==> src/assert_macros.svh <==
// Assertion macros shared by the lux converter RTL.
// Needs a clk and an active-low rst_n in the scope where a macro is used.
`ifndef ASSERT_MACROS_SVH
`define ASSERT_MACROS_SVH

// Property that must hold at every clock edge out of reset.
`define TCLC_ASSERT(lbl, prop, msg) \
  lbl: assert property (@(posedge clk) disable iff (!rst_n) (prop)) else $error(msg);

// Condition in one cycle implies a condition in the next.
`define TCLC_ASSERT_NEXT(lbl, pre, post, msg) \
  lbl: assert property (@(posedge clk) disable iff (!rst_n) (pre) |=> (post)) else $error(msg);

`endif

==> src/tclc_pkg.sv <==
// Shared types, widths, constants and decode functions for the lux converter.
// No dependencies.
`timescale 1ns / 1ps
`default_nettype none

package tclc_pkg;

  localparam int COUNT_W  = 16;
  localparam int SQ_W     = 2 * COUNT_W;
  localparam int INTEG_W  = 3;
  localparam int GAINC_W  = 6;
  localparam int ATIME_W  = 10;
  localparam int GAIN_W   = 14;
  localparam int FA_W     = COUNT_W + ATIME_W;
  localparam int DEVF_W   = 9;
  localparam int FRAC_W   = 8;
  localparam int NUM_W    = SQ_W + DEVF_W + FRAC_W;
  localparam int DEN_W    = FA_W + GAIN_W;
  localparam int Q_W      = 27;
  localparam int LUX_W    = 27;
  localparam int STAT_W   = 2;
  localparam int CMP_W    = DEN_W + Q_W;
  localparam int PADDR_W  = 3;
  localparam int PDATA_W  = 32;

  localparam logic [COUNT_W-1:0] CH_SATURATED  = 16'hFFFF;
  localparam logic [DEVF_W-1:0]  DEVICE_FACTOR = 9'd408;
  localparam logic [LUX_W-1:0]   LUX_SAT_MAX   = 27'd68448952;
  localparam logic [INTEG_W-1:0] INTEG_RESET   = 3'd2;
  localparam logic [GAINC_W-1:0] GAINC_RESET   = 6'd16;

  typedef enum logic [STAT_W-1:0] {
    ST_VALID    = 2'd0,
    ST_OVERFLOW = 2'd1,
    ST_ZERO     = 2'd2
  } status_t;

  typedef enum logic {
    REG_INTEG = 1'b0,
    REG_GAIN  = 1'b1
  } reg_idx_t;

  typedef struct packed {
    logic [INTEG_W-1:0] integ_code;
    logic [GAINC_W-1:0] gain_code;
  } cfg_t;

  // Numerator, denominator and status leaving the multiplier stages.
  typedef struct packed {
    logic [NUM_W-1:0] num;
    logic [DEN_W-1:0] den;
    status_t          status;
  } front_item_t;

  // Item travelling down the divider.
  typedef struct packed {
    logic [NUM_W-1:0] rem;
    logic [DEN_W-1:0] den;
    logic [Q_W-1:0]   quo;
    logic             sat;
    status_t          status;
  } div_item_t;

  function automatic logic [ATIME_W-1:0] atime_ms(input logic [INTEG_W-1:0] code);
    logic [ATIME_W-1:0] t;
    unique case (code)
      3'd0:    t = 10'd100;
      3'd1:    t = 10'd200;
      3'd2:    t = 10'd300;
      3'd3:    t = 10'd400;
      3'd4:    t = 10'd500;
      3'd5:    t = 10'd600;
      default: t = 10'd100;
    endcase
    return t;
  endfunction

  function automatic logic [GAIN_W-1:0] gain_factor(input logic [GAINC_W-1:0] code);
    logic [GAIN_W-1:0] g;
    unique case (code)
      6'd0:    g = 14'd1;
      6'd16:   g = 14'd25;
      6'd32:   g = 14'd428;
      6'd48:   g = 14'd9876;
      default: g = 14'd1;
    endcase
    return g;
  endfunction

endpackage

`default_nettype wire

==> src/tclc_regs.sv <==
// Configuration registers behind the APB-style port.
// Depends on tclc_pkg.
`timescale 1ns / 1ps
`default_nettype none

module tclc_regs (
  input  wire logic                          clk,
  input  wire logic                          rst_n,
  input  wire logic                          psel,
  input  wire logic                          penable,
  input  wire logic                          pwrite,
  input  wire logic [tclc_pkg::PADDR_W-1:0]  paddr,
  input  wire logic [tclc_pkg::PDATA_W-1:0]  pwdata,
  output logic      [tclc_pkg::PDATA_W-1:0]  prdata,
  output logic                               pready,
  output tclc_pkg::cfg_t                     cfg
);
  import tclc_pkg::*;

  logic [INTEG_W-1:0] integ_r;
  logic [GAINC_W-1:0] gain_r;
  logic               wr_en;
  reg_idx_t           idx;

  // Registers sit on 4-byte boundaries; the low address bits are ignored.
  assign idx    = reg_idx_t'(paddr[2]);
  assign pready = 1'b1;
  assign wr_en  = psel && penable && pwrite && pready;

  always_ff @(posedge clk) begin
    if (!rst_n) begin
      integ_r <= INTEG_RESET;
      gain_r  <= GAINC_RESET;
    end else if (wr_en) begin
      unique case (idx)
        REG_INTEG: integ_r <= pwdata[INTEG_W-1:0];
        REG_GAIN:  gain_r  <= pwdata[GAINC_W-1:0];
        default:   ;
      endcase
    end
  end

  always_comb begin
    unique case (idx)
      REG_INTEG: prdata = PDATA_W'(integ_r);
      REG_GAIN:  prdata = PDATA_W'(gain_r);
      default:   prdata = '0;
    endcase
  end

  assign cfg.integ_code = integ_r;
  assign cfg.gain_code  = gain_r;

endmodule

`default_nettype wire

==> config.mk <==
export PLATFORM = sky130hd
export DESIGN_NAME = tclc_regs
export DESIGN_NICKNAME = d
export VERILOG_FILES = /design/src/assert_macros.svh /design/src/tclc_pkg.sv /design/src/tclc_regs.sv
export SDC_FILE = /design/constraint.sdc
export NUM_CORES = 1
export LEC_CHECK = 0
export BUFFER_PORTS_ARGS = -buffer_cell sky130_fd_sc_hd__buf_2
export CAP_MARGIN = 25
export CORE_MARGIN = 10
export CORE_UTILIZATION = 31
export CTS_CLUSTER_SIZE = 28
export DETAILED_ROUTE_END_ITERATION = 6
export PLACE_DENSITY_LB_ADDON = 0.15
export SLEW_MARGIN = 20
export SYNTH_ARGS = -nofsm -noshare
export SYNTH_HDL_FRONTEND = slang
export SYNTH_SLANG_ARGS = --single-unit
==> constraint.sdc <==
create_clock -name clk -period 0.8 [get_ports clk]
set_input_delay 0.12 -clock clk [delete_from_list [all_inputs] [get_ports clk]]
set_output_delay 0.12 -clock clk [all_outputs]
set_load 0.01 [all_outputs]
## Word level (Yosys, flattened, before mapping)

Cells that the tools add are included.

- Add/sub/neg operators: 0
- $mul: 0
- Div/mod/pow operators: 0
- Magnitude comparators: 0
- Eq/ne operators: 0
- Shift-type cells: 0
- Mux-type cells: 1
- Bitwise gates (word level): 1
- Reduce and logical (&&, ||, !) cells: 4

Operators by type and width:

| cell | count |
|---|---|
| case mux 32 bit (2 select lines) | 1 |
| AND reduction 2 bit | 2 |
| logical AND 1 bit | 2 |
| NOT 1 bit | 1 |

- Bits in registers: 9
- Latch bits: 0
- Bits in writable memories: 0
- ROM bits: 0
- Output and inout port bits: 42
- Logic and storage cells: 8
- Memories kept: 0

## Logic depth before layout (Yosys ltp)

- Word-level depth: 3
- Mapped depth: 3

## Worst setup path after synthesis

No wires, ideal clock.

- Path kind: register -> output
- From: register gain_r[0]
- To: output prdata[0] (netlist name)
- Arrival: 0.618 ns
- Data required time: 0.680 ns
- Setup slack: 0.062 ns
- Cell stages (with the launch flop): 2
- Path buffers: 0
- Cell sequence: dfxtp_1 > mux2_2

- Cells in the longest elaborated chain, start to end: 1

RTL lines:

| item | line | source |
|---|---|---|
| start, declared | tclc_regs.sv:21 | `logic [GAINC_W-1:0] gain_r;` |
| start signal, assigned | tclc_regs.sv:37 | `REG_GAIN: gain_r <= pwdata[GAINC_W-1:0];` |
| case mux 32 bit (2 select lines) | tclc_regs.sv:44 | `unique case (idx)` |
| end, declared | tclc_regs.sv:14 | `output logic [tclc_pkg::PDATA_W-1:0] prdata,` |

No other way between the ends. The select of a mux whose other input is x is not followed.

## Worst setup path after layout

- From: register integ_r[1]
- To: output prdata[1] (netlist name)

- Cells in the longest elaborated chain, start to end: 1

RTL lines:

| item | line | source |
|---|---|---|
| start, declared | tclc_regs.sv:20 | `logic [INTEG_W-1:0] integ_r;` |
| start signal, assigned | tclc_regs.sv:36 | `REG_INTEG: integ_r <= pwdata[INTEG_W-1:0];` |
| case mux 32 bit (2 select lines) | tclc_regs.sv:44 |  |

No other way between the ends. The select of a mux whose other input is x is not followed.

==> metrics.yaml <==
num_antenna_cells: 0
vias: 529
wl_per_cell_um: 12.2
min_period_ns: 1.10
die_w_um: 65.6
drv_slew: 0
netlist_instances: 74
grt_antenna_before_repair: 0
final-hold-violation-count: 0
rsz0062_at_grt: "true"
ctsLongestPathBuffers: 2
synth_top_area_frac: 0.326
drc: 0
grt_pass1_vias: 584
grt_pass1_wl_um: 2700
setup.worst_path.class: "register to output pin"
critPathTopFamily: "flip-flops"
worst-path-buf-inv: 1
crit_path_end_kind: "output pin"
grt_max_degree: 17
nets: 152
syn_area_sq_um: 646
finClkSkew_ns: 0
syn_avg_cell_area_sq_um: 8.72
yosysWarnings: 0
clock_power_share: 0.334
tns_ns: -2.47
core.rowCount: 16
pwr-share-comb: 0.223
hold_slack_ns: 0.0877
layout_setup_ws_ns: -0.296
irDropWorstVdd_v: 0.000606
die-area_sq_um: 4310
clock.fmax_ghz: 0.912
cpMaxStageDelayCell: "dfxtp_2"
clkLatencyLatePin_ns: 0.26
grtUsageTotal: 0.0785
p_sw_frac: 0.292
viasPerCell: 3.83
detail-route-antenna-nets: 0
grt_remaining_overflow: 0
p_leak_nw: 0.469
violations: "negative setup slack"
cts_tree: "yes"
cts_root_buf: "clkbuf_4"
hold_path.class: "primary input to register"
setup_viol: 15
die_h_um: 65.6
fillers: 196
ctsHoldBuffers: 0
power_frac_seq: 0.443
p_sw_mw: 0.308
synth_seq_cells: 9
initial_core_util: 0.329
period_share: 1.37
synthTopCellsByArea: "buf_4 33%, dfxtp_1 28%, mux2i_1 14%"
cts.sinks: 9
clk_pin_slew_ns: 0.06
required_ns: 0.68
gp_congestion: 0.636
drv_cap: 0
yosysSeqAreaShare: 0.279
drtIter0Drc: 6
p_int_mw: 0.747
start_kind: "register"
crit_chain: "mux2_4, buf_6"
status: "finished, violations left"
ys_types: 12
htreeDepth: 1
portBuffers: 26
boundaryPins: 82
cp.arrival_ns: 0.98
yosys.area.top_type: "buf_4"
numCtsBuffers: 3
core_sq_um: 1960
dp_hpwl_um: 1370
syn_to_final_growth_pct: 44.6
slowest_delay_ns: 0.33
drive_above_1_share: 0.523
path_max_fanout: 2
drtPass1Iterations: 4
power_per_cell_area_nw_per_um2: 1130
wl_um: 1680
==> cells in the final DEF (no fill, tap or decap), drive strengths merged <==
cell type	instances
and4	1
mux2	3
and2	3
clkinv	1
mux2i	9
nor2b	4
nand2	12
and4b	1
dfxtp	9
conb	27
buf	38
clkbuf	3
==> per-layer routing <==
| layer | track usage | wire [um] | vias to the layer above |
|---|---|---|---|
| met4 | 0.0401 | 34 | 0 |
| met3 | 0.0644 | 281 | 5 |
| li1 | - | - | 256 |
| met2 | 0.123 | 772 | 33 |
| met1 | 0.0708 | 590 | 235 |
| met5 | 0 | 0 | - |
==> worst min-delay path: cells and delay by family <==
| family | cells | cell delay [ns] |
|---|---|---|
| buffers and inverters | 1 | 0.10 |
| muxes | 1 | 0.05 |
| and+or+nand+nor | 1 | 0.04 |
==> what timing repair did <==
item                       4_1_cts  5_1_grt
hold endpoints to repair         0        0
buffers inserted                 3        3
resized for setup               27       11
setup endpoints to repair       15       17
==> final timing paths <==
check,slack (ns),end,cells after the start,start
worst min register to register,0.47,gain_r[5],2,gain_r[5]
worst min-delay path,0.09,gain_r[5],3,pwdata[5]
worst max-delay path,-0.30,prdata[1],2,integ_r[1]
worst max register to register,0.04,integ_r[2],4,integ_r[2]
==> power groups by stage <==
stage / clock network [mW] / logic [mW] / registers [mW]
floorplan: 0 / 0.210 / 0.479
global placement: 0 / 0.191 / 0.473
detailed placement: 0 / 0.192 / 0.474
CTS: 0.378 / 0.222 / 0.466
global route: 0.397 / 0.264 / 0.468
finish: 0.352 / 0.236 / 0.467
==> registers in the layout, summed over array words and instances (netlist names) <==
register  count
gain_r        6
integ_r       3
==> kinds of logic after synthesis <==
| family | count (synthesis) | share of synthesized area |
|---|---|---|
| buf+inv | 30 | 0.351 |
| other cells | 2 | 0.0116 |
| simple gates | 21 | 0.167 |
| flops | 9 | 0.279 |
| mux | 12 | 0.192 |
==> cell type report <==
type | count | area, sq um | area share
well taps | 27 | 33.8 | 0.0362
clock inverters | 1 | 5.00 | 0.00536
multi-input cells | 60 | 350 | 0.375
repair buffers | 38 | 330 | 0.354
clock buffers | 3 | 22.5 | 0.0241
flip-flops and latches | 9 | 191 | 0.205
==> stage by stage <==
| stage | instances | utilization | power, mW | worst slack, ns | cell area [sq um] |
|---|---|---|---|---|---|
| after floorplan | 99 | - | 0.689 | 0.0622 | 739 |
| after global placement | 131 | 0.379 | 0.664 | -0.139 | 744 |
| after detailed placement | 131 | 0.379 | 0.665 | -0.150 | 744 |
| after CTS | 138 | 0.460 | 1.07 | -0.308 | 902 |
| after global routing | 138 | 0.476 | 1.13 | -0.336 | 933 |
| final | 138 | 0.476 | 1.05 | -0.296 | 933 |
==> cells in the mapped netlist <==
cell type  instances
dfxtp_1            9
mux2i_1            9
and2_1             3
nor2b_1            4
nand2_1           12
and4b_1            1
and4_1             1
buf_4             28
buf_6              1
buf_2              1
conb_1             2
mux2_2             3
(Power assumes the default switching activity.)
