--- config.mk ---
export PLATFORM = sky130hd
export DESIGN_NAME = tclc_front
export DESIGN_NICKNAME = d
export VERILOG_FILES = /design/src/tclc_pkg.sv /design/src/tclc_front.sv
export VERILOG_INCLUDE_DIRS = /design/src /design/src/src
export SDC_FILE = /design/constraint.sdc
export NUM_CORES = 2
export LEC_CHECK = 0
export BUFFER_PORTS_ARGS = -buffer_cell sky130_fd_sc_hd__buf_2
export CAP_MARGIN = 10
export CORE_MARGIN = 4
export CORE_UTILIZATION = 28
export CTS_CLUSTER_SIZE = 25
export DETAILED_ROUTE_END_ITERATION = 8
export PLACE_DENSITY = 0.42
export SLEW_MARGIN = 20
export SYNTH_ARGS = -nofsm -noshare
export SYNTH_HDL_FRONTEND = slang
export SYNTH_SLANG_ARGS = --single-unit
--- constraint.sdc ---
create_clock -name clk -period 6.8 [get_ports clk]
set_clock_uncertainty 0.2 [all_clocks]
set_input_delay 1.02 -clock clk [delete_from_list [all_inputs] [get_ports clk]]
set_output_delay 1.02 -clock clk [all_outputs]
set_load 0.005 [all_outputs]
--- src/assert_macros.svh ---
// Assertion macros shared by the lux converter RTL.
// Needs a clk and an active-low rst_n in the scope where a macro is used.
`ifndef ASSERT_MACROS_SVH
`define ASSERT_MACROS_SVH

// Property that must hold at every clock edge out of reset.
`define TCLC_ASSERT(lbl, prop, msg) \
  lbl: assert property (@(posedge clk) disable iff (!rst_n) (prop)) else $error(msg);

// Condition in one cycle implies a condition in the next.
`define TCLC_ASSERT_NEXT(lbl, pre, post, msg) \
  lbl: assert property (@(posedge clk) disable iff (!rst_n) (pre) |=> (post)) else $error(msg);

`endif

--- src/tclc_pkg.sv ---
// Shared types, widths, constants and decode functions for the lux converter.
// No dependencies.
`timescale 1ns / 1ps
`default_nettype none

package tclc_pkg;

  localparam int COUNT_W  = 16;
  localparam int SQ_W     = 2 * COUNT_W;
  localparam int INTEG_W  = 3;
  localparam int GAINC_W  = 6;
  localparam int ATIME_W  = 10;
  localparam int GAIN_W   = 14;
  localparam int FA_W     = COUNT_W + ATIME_W;
  localparam int DEVF_W   = 9;
  localparam int FRAC_W   = 8;
  localparam int NUM_W    = SQ_W + DEVF_W + FRAC_W;
  localparam int DEN_W    = FA_W + GAIN_W;
  localparam int Q_W      = 27;
  localparam int LUX_W    = 27;
  localparam int STAT_W   = 2;
  localparam int CMP_W    = DEN_W + Q_W;
  localparam int PADDR_W  = 3;
  localparam int PDATA_W  = 32;

  localparam logic [COUNT_W-1:0] CH_SATURATED  = 16'hFFFF;
  localparam logic [DEVF_W-1:0]  DEVICE_FACTOR = 9'd408;
  localparam logic [LUX_W-1:0]   LUX_SAT_MAX   = 27'd68448952;
  localparam logic [INTEG_W-1:0] INTEG_RESET   = 3'd2;
  localparam logic [GAINC_W-1:0] GAINC_RESET   = 6'd16;

  typedef enum logic [STAT_W-1:0] {
    ST_VALID    = 2'd0,
    ST_OVERFLOW = 2'd1,
    ST_ZERO     = 2'd2
  } status_t;

  typedef enum logic {
    REG_INTEG = 1'b0,
    REG_GAIN  = 1'b1
  } reg_idx_t;

  typedef struct packed {
    logic [INTEG_W-1:0] integ_code;
    logic [GAINC_W-1:0] gain_code;
  } cfg_t;

  // Numerator, denominator and status leaving the multiplier stages.
  typedef struct packed {
    logic [NUM_W-1:0] num;
    logic [DEN_W-1:0] den;
    status_t          status;
  } front_item_t;

  // Item travelling down the divider.
  typedef struct packed {
    logic [NUM_W-1:0] rem;
    logic [DEN_W-1:0] den;
    logic [Q_W-1:0]   quo;
    logic             sat;
    status_t          status;
  } div_item_t;

  function automatic logic [ATIME_W-1:0] atime_ms(input logic [INTEG_W-1:0] code);
    logic [ATIME_W-1:0] t;
    unique case (code)
      3'd0:    t = 10'd100;
      3'd1:    t = 10'd200;
      3'd2:    t = 10'd300;
      3'd3:    t = 10'd400;
      3'd4:    t = 10'd500;
      3'd5:    t = 10'd600;
      default: t = 10'd100;
    endcase
    return t;
  endfunction

  function automatic logic [GAIN_W-1:0] gain_factor(input logic [GAINC_W-1:0] code);
    logic [GAIN_W-1:0] g;
    unique case (code)
      6'd0:    g = 14'd1;
      6'd16:   g = 14'd25;
      6'd32:   g = 14'd428;
      6'd48:   g = 14'd9876;
      default: g = 14'd1;
    endcase
    return g;
  endfunction

endpackage

`default_nettype wire

--- src/tclc_front.sv ---
// Front end: error checks, difference, and the multiplier stages that
// build the division numerator and denominator. Depends on tclc_pkg.
`timescale 1ns / 1ps
`default_nettype none
`include "assert_macros.svh"

module tclc_front (
  input  wire logic                          clk,
  input  wire logic                          rst_n,
  input  wire tclc_pkg::cfg_t                cfg,
  input  wire logic                          in_valid,
  output logic                               in_ready,
  input  wire logic [tclc_pkg::COUNT_W-1:0]  in_full,
  input  wire logic [tclc_pkg::COUNT_W-1:0]  in_ir,
  output logic                               o_valid,
  input  wire logic                          o_ready,
  output tclc_pkg::front_item_t              o_item
);
  import tclc_pkg::*;

  // stage 1: status, |full - ir|, decoded time and gain
  logic               s1_valid_r;
  logic               s1_ready;
  status_t            s1_status_r, s1_status_nxt;
  logic [COUNT_W-1:0] s1_diff_r, s1_diff_nxt;
  logic [COUNT_W-1:0] s1_full_r;
  logic [ATIME_W-1:0] s1_atime_r;
  logic [GAIN_W-1:0]  s1_gain_r;
  // stage 2: diff squared, full * time
  logic               s2_valid_r;
  logic               s2_ready;
  status_t            s2_status_r;
  logic [SQ_W-1:0]    s2_sq_r;
  logic [FA_W-1:0]    s2_fa_r;
  logic [GAIN_W-1:0]  s2_gain_r;
  // stage 3: scaled numerator, full denominator
  logic               s3_valid_r;
  front_item_t        s3_item_r;
  logic [NUM_W-FRAC_W-1:0] num_hi;

  always_comb begin
    if (in_full == CH_SATURATED || in_ir == CH_SATURATED) begin
      s1_status_nxt = ST_OVERFLOW;
    end else if (in_full == '0) begin
      s1_status_nxt = ST_ZERO;
    end else begin
      s1_status_nxt = ST_VALID;
    end
    s1_diff_nxt = (in_full >= in_ir) ? (in_full - in_ir) : (in_ir - in_full);
  end

  assign in_ready = !s1_valid_r || s1_ready;
  assign s1_ready = !s2_valid_r || s2_ready;
  assign s2_ready = !s3_valid_r || o_ready;

  always_ff @(posedge clk) begin
    if (!rst_n) begin
      s1_valid_r <= 1'b0;
      s2_valid_r <= 1'b0;
      s3_valid_r <= 1'b0;
    end else begin
      if (in_ready) s1_valid_r <= in_valid;
      if (s1_ready) s2_valid_r <= s1_valid_r;
      if (s2_ready) s3_valid_r <= s2_valid_r;
    end
  end

  always_ff @(posedge clk) begin
    if (in_ready && in_valid) begin
      s1_status_r <= s1_status_nxt;
      s1_diff_r   <= s1_diff_nxt;
      s1_full_r   <= in_full;
      s1_atime_r  <= atime_ms(cfg.integ_code);
      s1_gain_r   <= gain_factor(cfg.gain_code);
    end
    if (s1_ready && s1_valid_r) begin
      s2_status_r <= s1_status_r;
      s2_sq_r     <= SQ_W'(s1_diff_r) * SQ_W'(s1_diff_r);
      s2_fa_r     <= FA_W'(s1_full_r) * FA_W'(s1_atime_r);
      s2_gain_r   <= s1_gain_r;
    end
    if (s2_ready && s2_valid_r) begin
      s3_item_r.status <= s2_status_r;
      s3_item_r.num    <= {num_hi, {FRAC_W{1'b0}}};
      s3_item_r.den    <= DEN_W'(s2_fa_r) * DEN_W'(s2_gain_r);
    end
  end

  assign num_hi = (NUM_W - FRAC_W)'(s2_sq_r) * (NUM_W - FRAC_W)'(DEVICE_FACTOR);

  assign o_valid = s3_valid_r;
  assign o_item  = s3_item_r;

  `TCLC_ASSERT(a_den_nonzero, (s3_valid_r && s3_item_r.status == ST_VALID) |-> (s3_item_r.den != '0), "denominator zero on a good item")
  `TCLC_ASSERT_NEXT(a_s1_load, (in_valid && in_ready), s1_valid_r, "accepted transfer lost at stage 1")

endmodule

`default_nettype wire

### After elaboration in Yosys (flattened, before gate mapping)

Index checks and enable logic that the tools add are counted.
W data, S select, Z words.

* flip-flop bits (word level): 215
* word-level logic and storage cells: 47
* output and inout bits: 93
* input bits: 45

* magnitude comparators: 1
* $add $sub $neg: 2
* reductions and logical operators: 11
* multiply operators: 4
* equal/unequal tests: 10
* muxes and demuxes: 4

Operators with widths (count)
* $pmux W10 S5: 1
* $pmux W14 S3: 1
* $mul A26 B14 Y40: 1
* $mul A32 B6 Y38 const B: 1
* $eq A16 B16 Y1 const B: 2
* $mul A16 B16 Y32: 1
* $sub A16 B16 Y16: 2
* $mul A16 B10 Y26: 1
* $ge A16 B16 Y1: 1
* $logic_not A16 Y1: 1
* $mux W16: 1
* $eq A6 B6 Y1 const B: 2
* $eq A3 B2 Y1 const B: 2
* $eq A3 B3 Y1 const B: 2
* $eq A6 B5 Y1 const B: 1
* $logic_or A1 B1 Y1: 4
* $eq A3 B1 Y1 const B: 1
* $logic_and A1 B1 Y1: 3
* $logic_not A1 Y1: 3
* $mux W2: 1

### Longest topological paths before layout

* depth in word-level cells: 5
* depth in mapped cells: 26
* gate-level depth less buffers: 24

### Least setup slack after synthesis

No wires, ideal clock.

* kind: in2reg
* start: input o_ready
* end: register s2_fa_r[10] (enable)
* library setup time: 0.580 ns
* data arrival time: 5.705 ns
* required time: 6.020 ns
* path buffers: 0
* stages on the path: 2
* setup slack: 0.315 ns
* cells stage by stage: nor2b_1 > a21boi_0

* word-level cells in the longest chain between the ends: 3

Ends and longest elaborated chain
* from (decl): line tclc_front.sv:16 `input wire logic o_ready,`
* $logic_or A1 B1 Y1: line tclc_front.sv:54 `assign s2_ready = !s3_valid_r || o_ready;`
* $logic_or A1 B1 Y1: line tclc_front.sv:53 `assign s1_ready = !s2_valid_r || s2_ready;`
* $logic_and A1 B1 Y1: line tclc_front.sv:76 `if (s1_ready && s1_valid_r) begin`
* to (signal assigned): line tclc_front.sv:79 `s2_fa_r <= FA_W'(s1_full_r) * FA_W'(s1_atime_r);`
* to (decl): line tclc_front.sv:34 `logic [FA_W-1:0] s2_fa_r;`

No other way between the ends.
A chain may end at the register's enable or synchronous reset.

### Worst setup path after layout

* start: register s1_diff_r[9]
* end: register s2_sq_r[30], data pin

* word-level cells in the longest chain between the ends: 1

Ends and longest elaborated chain
* from (decl): line tclc_front.sv:25 `logic [COUNT_W-1:0] s1_diff_r, s1_diff_nxt;`
* from (signal assigned): line tclc_front.sv:71 `s1_diff_r <= s1_diff_nxt;`
* $mul A16 B16 Y32: line tclc_front.sv:78 `s2_sq_r <= SQ_W'(s1_diff_r) * SQ_W'(s1_diff_r);`
* to (signal assigned): line tclc_front.sv:78
* to (decl): line tclc_front.sv:33 `logic [SQ_W-1:0] s2_sq_r;`

No other way between the ends.

==> results.py <==
metrics = {
    "routing": {
        "antenna_left": 0,
        "vias": 20400,
        "drtIter0Drc": 763,
        "firstDrtPassIters": 5,
        "wl_per_cell_um": 15.6,
        "drc": 0,
        "postRouteWirelength_um": 72900,
        "viasPerCell": 4.38,
    },
    "global_route": {
        "antenna_found_initial": 2,
        "grt_start_max_net_pins": 64,
        "grt_pass1_wl_um": 122000,
        "track_usage_pct": 13.3,
        "first_global_vias": 22500,
        "grt-ovfl-total": 0,
    },
    "sta": {
        "setup_violations": 0,
        "relSlewSlack_pct": 29.9,
        "tightest_slew_ps": 1050,
        "fin_crit_sh_pct": 95.1,
        "report.final.slew_viol_count": 0,
        "min_period_ps": 6470,
        "rsz0062_at_grt": "false",
        "hold_viol": 0,
        "timing.fmax_mhz": 155,
    },
    "synth": {
        "syn-cell-area_mm2": 0.0308,
        "yosysTopAreaCellShare_pct": 30.6,
        "synth_cells": 3080,
        "synth_common_cells": "706 x inv_1, 471 x fa_1, 435 x ha_1",
        "synth_area_leader_cell": "fa_1",
        "ys.warnings.count": 0,
        "synth_edf_count": 187,
        "syn_avg_cell_area_um2": 10.0,
        "synth-compound-area-share_pct": 8.72,
        "synth_ff_type": "edfxtp_1",
        "ys_ff_latch": 190,
        "synthAdderAreaFrac_pct": 48.3,
        "async_reset_ff_share_pct": 0,
        "synth_top_family_by_area": "adder cells",
        "synth.area.top_cells": "fa_1 31%, edfxtp_1 18%, ha_1 18%",
        "muxShareOfSynthArea_pct": 0.427,
        "synthMostInstantiatedCell": "inv_1",
        "yosys.cell_types.count": 71,
        "synth_simple_gate_area_share_pct": 10.7,
        "synth-xor-area-share_pct": 3.70,
        "seq_area_frac_synth_pct": 18.4,
    },
    "worst_hold_path": {
        "min_from": "s2_status_r[0]",
        "worstHoldEndpoint": "o_item[0]",
        "hold_depth": 0,
        "min_path_type": "reg2reg",
    },
    "clocking": {
        "clkTransAtPathRegs_ps": 90,
        "cts.sinks": 190,
        "clk_latency_ps": 530,
        "tritoncts": "built",
        "ctsHtreeMaxLevel": 4,
        "ctsLongestPathBuffers": 2,
        "cts_buffers": 17,
        "cts_root_buf": "clkbuf_16",
    },
    "worst_setup_path": {
        "rr_worst_depth": 22,
        "r2r_start": "s1_diff_r[9]",
        "path_class": "reg2reg",
        "r2r_slack_ps": 330,
        "worst-path-max-fanout": 10,
        "start_kind": "flip-flop",
        "regToRegEndpoint": "s2_sq_r[30]",
        "endpoint_kind": "flip-flop",
        "critPathArrivalTime_ps": 6550,
        "crit_required_ps": 6880,
    },
    "run": {
        "cap_violations": 0,
    },
    "layout": {
        "areaGrowthSynthToFinish_pct": 11.0,
        "finalNetCount": 4189,
        "antennaDiodeCount": 0,
        "drive_gt1_share_pct": 8.21,
        "postLayoutCoreUtil_pct": 31.3,
    },
    "floorplanning": {
        "dieArea_mm2": 0.115,
        "dieHeight_um": 340,
        "pin_count": 138,
        "die_w_um": 340,
        "core_area_mm2": 0.109,
        "num_rows": 121,
        "initial_core_util_pct": 28.2,
    },
    "placement": {
        "dp_hpwl_um": 62300,
        "globalplace.congestion": 0.789,
        "numPortBuffers": 124,
    },
    "run_status": {
        "status": "completed",
    },
}
## how the worst max path moves through the flow
stage | start | endpoint | slack [ps] | cells past startpoint
6_report | s1_diff_r[9] | s2_sq_r[30] | 330 | 22
5_1_grt | s2_gain_r[3] | o_item[41] | 10 | 23
4_1_cts | s1_diff_r[3] | s2_sq_r[25] | 90 | 20
3_5_place_dp | s1_diff_r[3] | s2_sq_r[25] | -50 | 20
3_3_place_gp | s1_diff_r[3] | s2_sq_r[25] | 20 | 20
2_1_floorplan | o_ready | s2_fa_r[10] | 310 | 2
## metrics by stage
step	TNS (ps)	setup WS, ps	std cells	hold slack (ps)	instance area, um2
finish	0	332	4665	226	34200
detailed placement	-51.9	-51.9	4620	207	33400
global route	0	10.6	4665	229	34200
floorplan	0	315	3092	200	30800
CTS	0	90.1	4652	228	34000
global placement	0	21.8	4620	204	33400
## kinds of logic after synthesis
logic type               count (synthesis)
AO/OA/AOI/OAI                          400
other                                    1
AND/OR/NAND/NOR                        656
multiplexers                            13
flip-flops                             190
adder cells (fa/ha/maj)                906
XOR/XNOR                               130
buffers and inverters                  784
## routing by layer
layer / share of wire [%] / vias up / GRT usage, %
li1: - / 10100 / -
met1: 48 / 10000 / 17.7
met2: 49 / 177 / 23.0
met3: 1.8 / 52 / 1.46
met4: 1.8 / 2 / 3.64
met5: 0.027 / - / 0
## worst max-delay path: stages (launching register included)
cell	delay, ps
edfxtp_1	430
buf_4	170
buf_12	130
and2_1	150
fa_1	530
inv_1	50
fa_1	470
inv_1	50
fa_1	500
fa_1	510
fa_1	490
inv_1	50
fa_1	470
inv_1	40
ha_1	280
a21o_1	170
a21o_1	190
a21oi_1	170
o21ai_2	100
a221o_1	360
a221o_1	380
a41o_1	240
o211a_1	110
## placed cells by master, fill, tap and decap left out, types with 16 or more instances in the layout
cell | netlist | final
o21a_1 | 16 | 16
nand2_1 | 233 | 233
buf_4 | 14 | 80
nand4_1 | 22 | 22
fa_1 | 471 | 471
clkbuf_16 | 0 | 17
a21oi_1 | 121 | 117
nand3_1 | 22 | 22
and2_1 | 206 | 205
nor3_1 | 18 | 18
xnor2_1 | 83 | 83
xor2_1 | 47 | 47
buf_2 | 2 | 124
inv_1 | 706 | 706
o21ai_0 | 45 | 45
nor2b_1 | 20 | 19
nor2_1 | 83 | 83
o21bai_1 | 17 | 17
ha_1 | 435 | 435
a21o_1 | 93 | 93
edfxtp_1 | 187 | 187
## layout make-up
cell class,count,area [um2]
multi-input cells,2118,22200
flip-flops and latches,190,5680
fillers,11400,74800
well taps,1414,1770
clock inverters,14,174
inverters,706,2650
repair buffers,205,1240
clock buffers,18,429
## state kept, by name, indices dropped and copies added (netlist names)
name	count
s2_fa_r	24
o_item	77
s2_gain_r	6
s1_atime_r	7
s2_status_r	2
s2_valid_r	1
o_valid	1
s2_sq_r	31
s1_diff_r	16
s1_gain_r	6
s1_status_r	2
s1_full_r	16
s1_valid_r	1
## what timing repair did
item / in CTS / in global routing
pin swaps: 0 / 1
setup endpoints to repair: 1 / 4
hold buffers: 0 / 0
gates resized for setup: 1 / 5
hold endpoints to repair: 0 / 0
setup buffers: 0 / 13
Power is not shown: default switching activity piles up to over one toggle a cycle in this logic, so the estimate is an artifact.
