[config.mk]
export PLATFORM = sky130hd
export DESIGN_NAME = tclc_div
export DESIGN_NICKNAME = d
export VERILOG_FILES = /design/src/tclc_pkg.sv /design/src/tclc_div_stage.sv /design/src/tclc_div.sv
export VERILOG_INCLUDE_DIRS = /design/src /design/src/src
export SDC_FILE = /design/constraint.sdc
export NUM_CORES = 2
export LEC_CHECK = 0
export ABC_AREA = 1
export BUFFER_PORTS_ARGS = -buffer_cell sky130_fd_sc_hd__buf_2
export CAP_MARGIN = 5
export CORE_ASPECT_RATIO = 0.6
export CORE_MARGIN = 8
export CORE_UTILIZATION = 34
export CTS_CLUSTER_DIAMETER = 200
export DETAILED_ROUTE_END_ITERATION = 8
export PLACE_DENSITY = 0.47
export SYNTH_ARGS = -nofsm -noshare
export SYNTH_HDL_FRONTEND = slang
export SYNTH_SLANG_ARGS = --single-unit
[constraint.sdc]
create_clock -name clk -period 11 [get_ports clk]
set_clock_uncertainty 0.15 [all_clocks]
set_input_delay 2.2 -clock clk [delete_from_list [all_inputs] [get_ports clk]]
set_output_delay 2.2 -clock clk [all_outputs]
set_load 0.005 [all_outputs]
[src/assert_macros.svh]
// Assertion macros shared by the lux converter RTL.
// Needs a clk and an active-low rst_n in the scope where a macro is used.
`ifndef ASSERT_MACROS_SVH
`define ASSERT_MACROS_SVH

// Property that must hold at every clock edge out of reset.
`define TCLC_ASSERT(lbl, prop, msg) \
  lbl: assert property (@(posedge clk) disable iff (!rst_n) (prop)) else $error(msg);

// Condition in one cycle implies a condition in the next.
`define TCLC_ASSERT_NEXT(lbl, pre, post, msg) \
  lbl: assert property (@(posedge clk) disable iff (!rst_n) (pre) |=> (post)) else $error(msg);

`endif

[src/tclc_pkg.sv]
// Shared types, widths, constants and decode functions for the lux converter.
// No dependencies.
`timescale 1ns / 1ps
`default_nettype none

package tclc_pkg;

  localparam int COUNT_W  = 16;
  localparam int SQ_W     = 2 * COUNT_W;
  localparam int INTEG_W  = 3;
  localparam int GAINC_W  = 6;
  localparam int ATIME_W  = 10;
  localparam int GAIN_W   = 14;
  localparam int FA_W     = COUNT_W + ATIME_W;
  localparam int DEVF_W   = 9;
  localparam int FRAC_W   = 8;
  localparam int NUM_W    = SQ_W + DEVF_W + FRAC_W;
  localparam int DEN_W    = FA_W + GAIN_W;
  localparam int Q_W      = 27;
  localparam int LUX_W    = 27;
  localparam int STAT_W   = 2;
  localparam int CMP_W    = DEN_W + Q_W;
  localparam int PADDR_W  = 3;
  localparam int PDATA_W  = 32;

  localparam logic [COUNT_W-1:0] CH_SATURATED  = 16'hFFFF;
  localparam logic [DEVF_W-1:0]  DEVICE_FACTOR = 9'd408;
  localparam logic [LUX_W-1:0]   LUX_SAT_MAX   = 27'd68448952;
  localparam logic [INTEG_W-1:0] INTEG_RESET   = 3'd2;
  localparam logic [GAINC_W-1:0] GAINC_RESET   = 6'd16;

  typedef enum logic [STAT_W-1:0] {
    ST_VALID    = 2'd0,
    ST_OVERFLOW = 2'd1,
    ST_ZERO     = 2'd2
  } status_t;

  typedef enum logic {
    REG_INTEG = 1'b0,
    REG_GAIN  = 1'b1
  } reg_idx_t;

  typedef struct packed {
    logic [INTEG_W-1:0] integ_code;
    logic [GAINC_W-1:0] gain_code;
  } cfg_t;

  // Numerator, denominator and status leaving the multiplier stages.
  typedef struct packed {
    logic [NUM_W-1:0] num;
    logic [DEN_W-1:0] den;
    status_t          status;
  } front_item_t;

  // Item travelling down the divider.
  typedef struct packed {
    logic [NUM_W-1:0] rem;
    logic [DEN_W-1:0] den;
    logic [Q_W-1:0]   quo;
    logic             sat;
    status_t          status;
  } div_item_t;

  function automatic logic [ATIME_W-1:0] atime_ms(input logic [INTEG_W-1:0] code);
    logic [ATIME_W-1:0] t;
    unique case (code)
      3'd0:    t = 10'd100;
      3'd1:    t = 10'd200;
      3'd2:    t = 10'd300;
      3'd3:    t = 10'd400;
      3'd4:    t = 10'd500;
      3'd5:    t = 10'd600;
      default: t = 10'd100;
    endcase
    return t;
  endfunction

  function automatic logic [GAIN_W-1:0] gain_factor(input logic [GAINC_W-1:0] code);
    logic [GAIN_W-1:0] g;
    unique case (code)
      6'd0:    g = 14'd1;
      6'd16:   g = 14'd25;
      6'd32:   g = 14'd428;
      6'd48:   g = 14'd9876;
      default: g = 14'd1;
    endcase
    return g;
  endfunction

endpackage

`default_nettype wire

[src/tclc_div_stage.sv]
// One restoring-division step: resolves quotient bit BIT.
// Depends on tclc_pkg.
`timescale 1ns / 1ps
`default_nettype none
`include "assert_macros.svh"

module tclc_div_stage #(
  parameter int BIT = 0
) (
  input  wire logic                clk,
  input  wire logic                rst_n,
  input  wire logic                i_valid,
  output logic                     i_ready,
  input  wire tclc_pkg::div_item_t i_item,
  output logic                     o_valid,
  input  wire logic                o_ready,
  output tclc_pkg::div_item_t      o_item
);
  import tclc_pkg::*;

  logic             valid_r;
  div_item_t        item_r, item_nxt;
  logic [CMP_W-1:0] rem_ext;
  logic [CMP_W-1:0] dsh;
  logic [CMP_W-1:0] diff;

  assign rem_ext = CMP_W'(i_item.rem);
  assign dsh     = CMP_W'(i_item.den) << BIT;
  assign diff    = rem_ext - dsh;

  always_comb begin
    item_nxt = i_item;
    if (rem_ext >= dsh) begin
      item_nxt.rem      = diff[NUM_W-1:0];
      item_nxt.quo[BIT] = 1'b1;
    end
  end

  assign i_ready = !valid_r || o_ready;

  always_ff @(posedge clk) begin
    if (!rst_n) begin
      valid_r <= 1'b0;
    end else if (i_ready) begin
      valid_r <= i_valid;
    end
  end

  always_ff @(posedge clk) begin
    if (i_ready && i_valid) begin
      item_r <= item_nxt;
    end
  end

  assign o_valid = valid_r;
  assign o_item  = item_r;

  // remainder stays below the divisor at this weight once the bit is settled
  `TCLC_ASSERT(a_rem_bound, (valid_r && item_r.status == ST_VALID && !item_r.sat) |-> (CMP_W'(item_r.rem) < (CMP_W'(item_r.den) << BIT)), "remainder out of bound")

endmodule

`default_nettype wire

[src/tclc_div.sv]
// Pipelined divider: quotient range check, then one stage per quotient bit.
// Depends on tclc_pkg and tclc_div_stage.
`timescale 1ns / 1ps
`default_nettype none

module tclc_div (
  input  wire logic                  clk,
  input  wire logic                  rst_n,
  input  wire logic                  i_valid,
  output logic                       i_ready,
  input  wire tclc_pkg::front_item_t i_item,
  output logic                       o_valid,
  input  wire logic                  o_ready,
  output tclc_pkg::div_item_t        o_item
);
  import tclc_pkg::*;

  logic      ovf_valid_r;
  div_item_t ovf_item_r, ovf_item_nxt;

  logic      stg_valid [0:Q_W];
  logic      stg_ready [0:Q_W];
  div_item_t stg_item  [0:Q_W];

  // quotient would not fit in Q_W bits: result saturates
  always_comb begin
    ovf_item_nxt.rem    = i_item.num;
    ovf_item_nxt.den    = i_item.den;
    ovf_item_nxt.quo    = '0;
    ovf_item_nxt.status = i_item.status;
    ovf_item_nxt.sat    = CMP_W'(i_item.num) >= (CMP_W'(i_item.den) << Q_W);
  end

  assign i_ready = !ovf_valid_r || stg_ready[0];

  always_ff @(posedge clk) begin
    if (!rst_n) begin
      ovf_valid_r <= 1'b0;
    end else if (i_ready) begin
      ovf_valid_r <= i_valid;
    end
  end

  always_ff @(posedge clk) begin
    if (i_ready && i_valid) begin
      ovf_item_r <= ovf_item_nxt;
    end
  end

  assign stg_valid[0] = ovf_valid_r;
  assign stg_item[0]  = ovf_item_r;

  for (genvar k = 0; k < Q_W; k++) begin : g_step
    tclc_div_stage #(
      .BIT (Q_W - 1 - k)
    ) u_step (
      .clk     (clk),
      .rst_n   (rst_n),
      .i_valid (stg_valid[k]),
      .i_ready (stg_ready[k]),
      .i_item  (stg_item[k]),
      .o_valid (stg_valid[k+1]),
      .o_ready (stg_ready[k+1]),
      .o_item  (stg_item[k+1])
    );
  end

  assign stg_ready[Q_W] = o_ready;
  assign o_valid        = stg_valid[Q_W];
  assign o_item         = stg_item[Q_W];

endmodule

`default_nettype wire

Word-level counts from Yosys, hierarchy flattened
Index checks and enable logic that the tools add are counted.

storage, ports and cells
  word-level logic and storage cells = 359
  output and inout bits = 121
  latch bits = 0
  memories kept = 0
  input port bits = 95
  memory bits (writable) = 0
  bits in registers = 2982
  bits in read-only memories = 0

operators by class
  equality and inequality tests = 0
  div/mod/pow operators = 0
  bitwise logic cells = 0
  mux-type cells = 27
  multipliers = 0
  magnitude comparators = 28
  reductions and logical operators = 84
  add/subtract/negate cells = 27
  shift operators = 0

operator list
  kind              number
  $mux 49           27
  $sub 49x49->49    18
  $ge 49x67->1      1
  $ge 49x66->1      1
  $ge 49x65->1      1
  $ge 49x64->1      1
  $ge 49x63->1      1
  $ge 49x62->1      1
  $ge 49x61->1      1
  $ge 49x60->1      1
  $ge 49x59->1      1
  $ge 49x58->1      1
  $ge 49x57->1      1
  $ge 49x56->1      1
  $ge 49x55->1      1
  $ge 49x54->1      1
  $ge 49x53->1      1
  $ge 49x52->1      1
  $ge 49x51->1      1
  $ge 49x50->1      1
  $ge 49x40->1      1
  $ge 49x41->1      1
  $ge 49x42->1      1
  $ge 49x43->1      1
  18 further kinds  99

Depth between registers and ports, before layout
  depth after elaboration = 30
  gate-level depth with buffers = 21
  gate-level depth less buffers = 20

Hierarchy
Synthesis repeated with hierarchy kept, for this count alone.

second synthesis, totals
  cells, all modules = 24416
  area total of the unflattened synthesis = 199072.2 um2

by module, submodules not included
  module                              area an instance (um2)  times used  sequential area each (um2)  cells each
  tclc_div_stage (g_step[26].u_step)  8474.4                  1           3593.4                      1162
  tclc_div_stage (g_step[25].u_step)  8308.0                  1           3593.4                      1147
  tclc_div_stage (g_step[24].u_step)  8200.4                  1           3593.4                      1131
  tclc_div_stage (g_step[23].u_step)  8106.5                  1           3593.4                      1107
  tclc_div_stage (g_step[22].u_step)  8023.9                  1           3593.4                      1088
  tclc_div_stage (g_step[20].u_step)  7877.6                  1           3593.4                      1028
  tclc_div_stage (g_step[21].u_step)  7873.8                  1           3593.4                      1043
  tclc_div_stage (g_step[19].u_step)  7641.1                  1           3593.4                      1007
  tclc_div_stage (g_step[17].u_step)  7574.8                  1           3593.4                      969
  tclc_div_stage (g_step[16].u_step)  7499.7                  1           3593.4                      939
  tclc_div_stage (g_step[18].u_step)  7452.1                  1           3593.4                      958
  tclc_div_stage (g_step[13].u_step)  7437.1                  1           3593.4                      863
  tclc_div_stage (g_step[15].u_step)  7218.2                  1           3593.4                      888
  tclc_div_stage (g_step[11].u_step)  7123.1                  1           3593.4                      829
  +14 rows                            --                      --          --                          --

Least setup slack after synthesis
No wires, ideal clock.

  path kind = input to register
  from = input port o_ready
  to = register g_step[19].u_step.item_r (netlist bit g_step[19].u_step.o_item[0]), enable pin
  stages on the path = 6
  setup time = 0.650 ns
  setup slack = 2.224 ns
  buffers on the path = 0
  data required time = 10.200 ns
  data arrival time = 7.976 ns
  cell sequence = inv_1 > nand4_4 > nor3_4 > inv_1 > nor2_1 > a31oi_1

between the ends
  cells in the longest elaborated chain, start to end = 9

ends and longest elaborated chain
  what                           line                  text
  start: declaration             tclc_div.sv:13        input wire logic o_ready,
  $logic_or 1x1->1 (8 in a row)  tclc_div_stage.sv:39  assign i_ready = !valid_r || o_ready;
  $logic_and 1x1->1              tclc_div_stage.sv:50  if (i_ready && i_valid) begin
  end signal: assignment         tclc_div_stage.sv:51  item_r <= item_nxt;
  end: declaration               tclc_div_stage.sv:22  div_item_t item_r, item_nxt;

No other way between the ends.
A chain may end at the register's enable or synchronous reset.

Worst setup path after layout
  from = input port o_ready
  to = output port i_ready

between the ends
  cells in the longest elaborated chain, start to end = 28

ends and longest elaborated chain
  what                            line                  text
  $logic_or 1x1->1 (27 in a row)  tclc_div_stage.sv:39
  $logic_or 1x1->1                tclc_div.sv:34        assign i_ready = !ovf_valid_r || stg_ready[0];
  end: declaration                tclc_div.sv:10        output logic i_ready,

No other way between the ends.

==> results.sh <==
export IMPL_run_status="finished, final reports clean"
export IMPL_count_of_nets_after_finishing=16300
export IMPL_max_cap_violations=0
export IMPL_die_w_um=887
export IMPL_design_die_area_um2=478000
export IMPL_tritoncts_num_sinks=2982
export IMPL_cts_hold_repair_buffers=0
export IMPL_syn_cell_area_um2=155000
export IMPL_rsz0062_at_grt="false"
export IMPL_slew_viol_final=0
export IMPL_grt_pass1_wl_um=713000
export IMPL_grt_antenna_before_repair=41
export IMPL_pin_count_of_the_biggest_net_entering_global_routing=84
export IMPL_total_leakage_power_nw=67.2
export IMPL_ys_types=75
export IMPL_cts_clk_slew_worst_paths_ps=60
export IMPL_synthXorXnorAreaFrac_pct=4.75
export IMPL_worstPathBufferInverterCount=3
export IMPL_synth_warnings=0
export IMPL_detailroute_via_count=110000
export IMPL_post_cts_repair_setup_buffers=0
export IMPL_ys_seq_area_share_pct=57.6
export IMPL_io_pins=216
export IMPL_synth_edff_count=2954
export IMPL_p_int_w=0.0185
export IMPL_final_min_period_over_clock_period_pct=71.6
export IMPL_postLayoutCellArea_um2=174000
export IMPL_hold_viol_final=0
export IMPL_net_switching_power_w=0.00488
export IMPL_worst_ir_drop_vdd_uv=119
export IMPL_crit_path_slowest_cell="sky130_fd_sc_hd__nor2_4"
export IMPL_cts_tree="done"
export IMPL_commonest_non_fill_non_tap_cell_in_the_layout="sky130_fd_sc_hd__edfxtp_1"
export IMPL_power_density_nw_per_um2=135
export IMPL_grt_pass1_vias=99400
export IMPL_max_stage_delay_ps=390
export IMPL_final_core_util_pct=38.2
export IMPL_gp_routability_congestion=0.905
export IMPL_ffs_latches_synth=2982
export IMPL_hold_path_class="reg -> reg"
export IMPL_worst_ep_required_time_ps=8650
export IMPL_post_cts_resized=0
export IMPL_seq_area_um2=89300
export IMPL_worstSetupPathType="in -> out"
export IMPL_tns_ps=0
export IMPL_seq_power_share_pct=53.2
export IMPL_final_critical_delay_including_setup_and_external_delays_ps=7870
export IMPL_totalPowerFinal_w=0.0234
export IMPL_synthSimpleGateAreaFrac_pct=12.1
export IMPL_area_growth_synth_to_final_pct=12.1
export IMPL_clk_latency_ps=980
export IMPL_netlist_top_cells_area="sky130_fd_sc_hd__edfxtp_1 (57%), sky130_fd_sc_hd__ha_1 (7.7%), sky130_fd_sc_hd__nand2_1 (5.8%), sky130_fd_sc_hd__inv_1 (5.1%), sky130_fd_sc_hd__a21oi_1 (4.1%)"
export IMPL_synth_mux_area_fraction_pct=0.300
export IMPL_antenna_violating_nets_left=0
export IMPL_timing_worst_slew_pin_value_ps=1270
export IMPL_core_area_um2=455000
export IMPL_power_frac_clock_pct=45.6
export IMPL_finalWirelength_um=500000
export IMPL_drt_vias_per_instance=5.10
export IMPL_numCtsBuffers=303
export IMPL_worst_slew_margin_relative_to_its_limit_pct=12.9
export IMPL_synth_area_leader_cell="sky130_fd_sc_hd__edfxtp_1"
export IMPL_register_to_register_setup_slack_ps=6030
export IMPL_gr_usage_all_layers_pct=20.1
export IMPL_cp_arrival_ps=5520
export IMPL_synthCells=14800
export IMPL_hpwl_um=404000
export IMPL_combinationalPowerShare_pct=1.2
export IMPL_final_setup_viol_count=0
export IMPL_die_h_um=539
export IMPL_post_drt_wl_per_cell_um=23.1
export IMPL_netSwitchingFraction_pct=20.9
export IMPL_endpoint_kind="output port"
export IMPL_worst_path_dominant_cell_family="simple AND/OR/NAND/NOR gates"
export IMPL_first_pass_iters=7
export IMPL_achievable_frequency_ghz=0.127
export IMPL_portBuffers=215
export IMPL_initial_core_util_pct=34.1
export IMPL_drt_first_iter_violations=13300
export IMPL_fillCellCount=44500
export IMPL_cts_buffer_depth=4
export IMPL_dominant_combinational_cell_family_by_area_after_synthesis="simple AND/OR/NAND/NOR gates"
export IMPL_synth_ff_type="sky130_fd_sc_hd__edfxtp_1"
export IMPL_maximum_fanout_along_the_worst_path=5
export IMPL_synth_compound_area_share_pct=11.5
export IMPL_postSynth_asyncResetShare_pct=0
export IMPL_post_route_drc_count=0
export IMPL_post_route_cells_drive_above_1_share_pct=5.88
export IMPL_synthesized_net_count=15900
export IMPL_global_route_overflow_total=0
export IMPL_start_kind="primary input"
export IMPL_synth_top_cell_area_share_pct=57.3
export IMPL_synthesis_area_per_instance_um2=10.4
export IMPL_worstPathCellList="buf_2, inv_1, nand4_4, nor3_4, nand4_2, nor2_4, nand4_4, nor2_4, nand4_4, nor2_4, nand4_4, nor2_4, nand4_4, nor2_4, nand4_2, buf_2"
export IMPL_multi_input_area_um2=56900
export IMPL_row_count=192
export IMPL_cts_root_buffer_cell="sky130_fd_sc_hd__clkbuf_16"
export IMPL_post_synth_fa_ha_maj_area_fraction_pct=8.02
export IMPL_placed_cell_area_um2=164000
export IMPL_most_common_layout_cells="sky130_fd_sc_hd__edfxtp_1 (2954), sky130_fd_sc_hd__nand2_1 (2401), sky130_fd_sc_hd__inv_1 (2083)"
export IMPL_cts_htree_levels=5
cell families (layout without fill, tap and decap cells):
group,count (synthesis),count (layout)
simple gates,4458,4458
compound gates,3216,3216
flops,2982,2982
buf+inv,2315,2976
fa+ha+maj,976,976
xor+xnor,840,840
mux,46,46
other cells,0,6
cells in the mapped netlist, types with 10 or more instances:
library cell and count:
sky130_fd_sc_hd__buf_2 55, sky130_fd_sc_hd__dfxtp_1 28, sky130_fd_sc_hd__edfxtp_1 2954, sky130_fd_sc_hd__buf_4 13, sky130_fd_sc_hd__inv_2 30, sky130_fd_sc_hd__a211oi_1 18, sky130_fd_sc_hd__nor3_1 148, sky130_fd_sc_hd__inv_1 2099
sky130_fd_sc_hd__nand4_1 139, sky130_fd_sc_hd__a21oi_1 1268, sky130_fd_sc_hd__a21boi_1 31, sky130_fd_sc_hd__or2_0 12, sky130_fd_sc_hd__o21ai_0 843, sky130_fd_sc_hd__nor4_1 186, sky130_fd_sc_hd__a21boi_0 13, sky130_fd_sc_hd__nand3_1 348
sky130_fd_sc_hd__nand3b_1 10, sky130_fd_sc_hd__a21o_1 64, sky130_fd_sc_hd__or2_1 11, sky130_fd_sc_hd__a31oi_1 160, sky130_fd_sc_hd__fa_1 27, sky130_fd_sc_hd__o211ai_1 62, sky130_fd_sc_hd__xnor2_1 432, sky130_fd_sc_hd__o221ai_1 35
sky130_fd_sc_hd__and3_1 11, sky130_fd_sc_hd__or4_1 27, sky130_fd_sc_hd__o31ai_1 16, sky130_fd_sc_hd__nand2_1 2403, sky130_fd_sc_hd__o21ai_1 440, sky130_fd_sc_hd__nor2_1 1072, sky130_fd_sc_hd__clkbuf_1 110, sky130_fd_sc_hd__o21a_1 115
sky130_fd_sc_hd__xor2_1 408, sky130_fd_sc_hd__o21bai_1 50, sky130_fd_sc_hd__ha_1 949, sky130_fd_sc_hd__a221oi_1 21, sky130_fd_sc_hd__mux2i_1 43, sky130_fd_sc_hd__or2_2 57, sky130_fd_sc_hd__a2111oi_0 10, sky130_fd_sc_hd__o2111ai_1 17
worst paths after layout:
path / cells past startpoint / startpoint / end
hold reg to reg: 0 / g_step[15].u_step.o_item[2] / g_step[16].u_step.o_item[2]
setup reg to reg: 19 / g_step[12].u_step.o_item[30] / g_step[13].u_step.o_item[86]
setup / recovery: 16 / o_ready / i_ready
hold / removal: 0 / g_step[15].u_step.o_item[2] / g_step[16].u_step.o_item[2]
layout make-up:
class | instances | share of cell area [%]
inverter | 2131 | 4.63
multi-input combinational | 9536 | 32.8
sequential | 2982 | 51.4
tap | 6111 | 4.40
antenna | 6 | 0.00865
timing repair buffer | 294 | 0.961
clock inverter | 198 | 1.25
clock buffer | 353 | 4.54
per-stage QoR:
stage | hold slack [ps] | instances | worst slack, ps
finish | 210 | 21600 | 3130
global route | 212 | 21600 | 2810
CTS | 204 | 21600 | 3020
detailed placement | 255 | 21100 | 3030
global placement | 250 | 21100 | 2990
floorplan | 250 | 14800 | 2220
worst register-to-register path: stages, from the launching register on:
cell and delay (ps):
sky130_fd_sc_hd__edfxtp_1 520, sky130_fd_sc_hd__ha_1 390, sky130_fd_sc_hd__fa_1 450, sky130_fd_sc_hd__nand3b_1 180
sky130_fd_sc_hd__nand2_1 130, sky130_fd_sc_hd__inv_2 50, sky130_fd_sc_hd__o21bai_2 190, sky130_fd_sc_hd__nand2_1 80
sky130_fd_sc_hd__nand2_1 110, sky130_fd_sc_hd__a21boi_1 180, sky130_fd_sc_hd__o21ai_1 430, sky130_fd_sc_hd__nand3_1 130
sky130_fd_sc_hd__nand3_1 150, sky130_fd_sc_hd__nand3_1 90, sky130_fd_sc_hd__nand2_1 120, sky130_fd_sc_hd__nand3_1 100
sky130_fd_sc_hd__nand2_2 80, sky130_fd_sc_hd__buf_4 590, sky130_fd_sc_hd__nor2_1 210, sky130_fd_sc_hd__a21oi_1 400
registers in the layout, summed over array words and instances (netlist names):
| signal | count |
|---|---|
| ovf_item_r | 92 |
| g_step.u_step.o_valid | 27 |
| ovf_valid_r | 1 |
| g_step.u_step.o_item | 2862 |
power by group through the flow:
stage	clock network, W	logic (W)	registers, W
2_1_floorplan	0	0.000199	0.0126
3_3_place_gp	0	0.000288	0.0127
3_5_place_dp	0	0.000288	0.0127
4_1_cts	0.0110	0.000289	0.0124
5_1_grt	0.0114	0.000325	0.0124
6_report	0.0107	0.000288	0.0124
layer usage:
metal	global-route usage [%]	share of wire, %
met1	37.6	58
met2	21.3	31
met3	4.57	9.6
met4	2.66	1.2
met5	0	0.0026
Note: power is estimated with default switching activity, not from simulation.
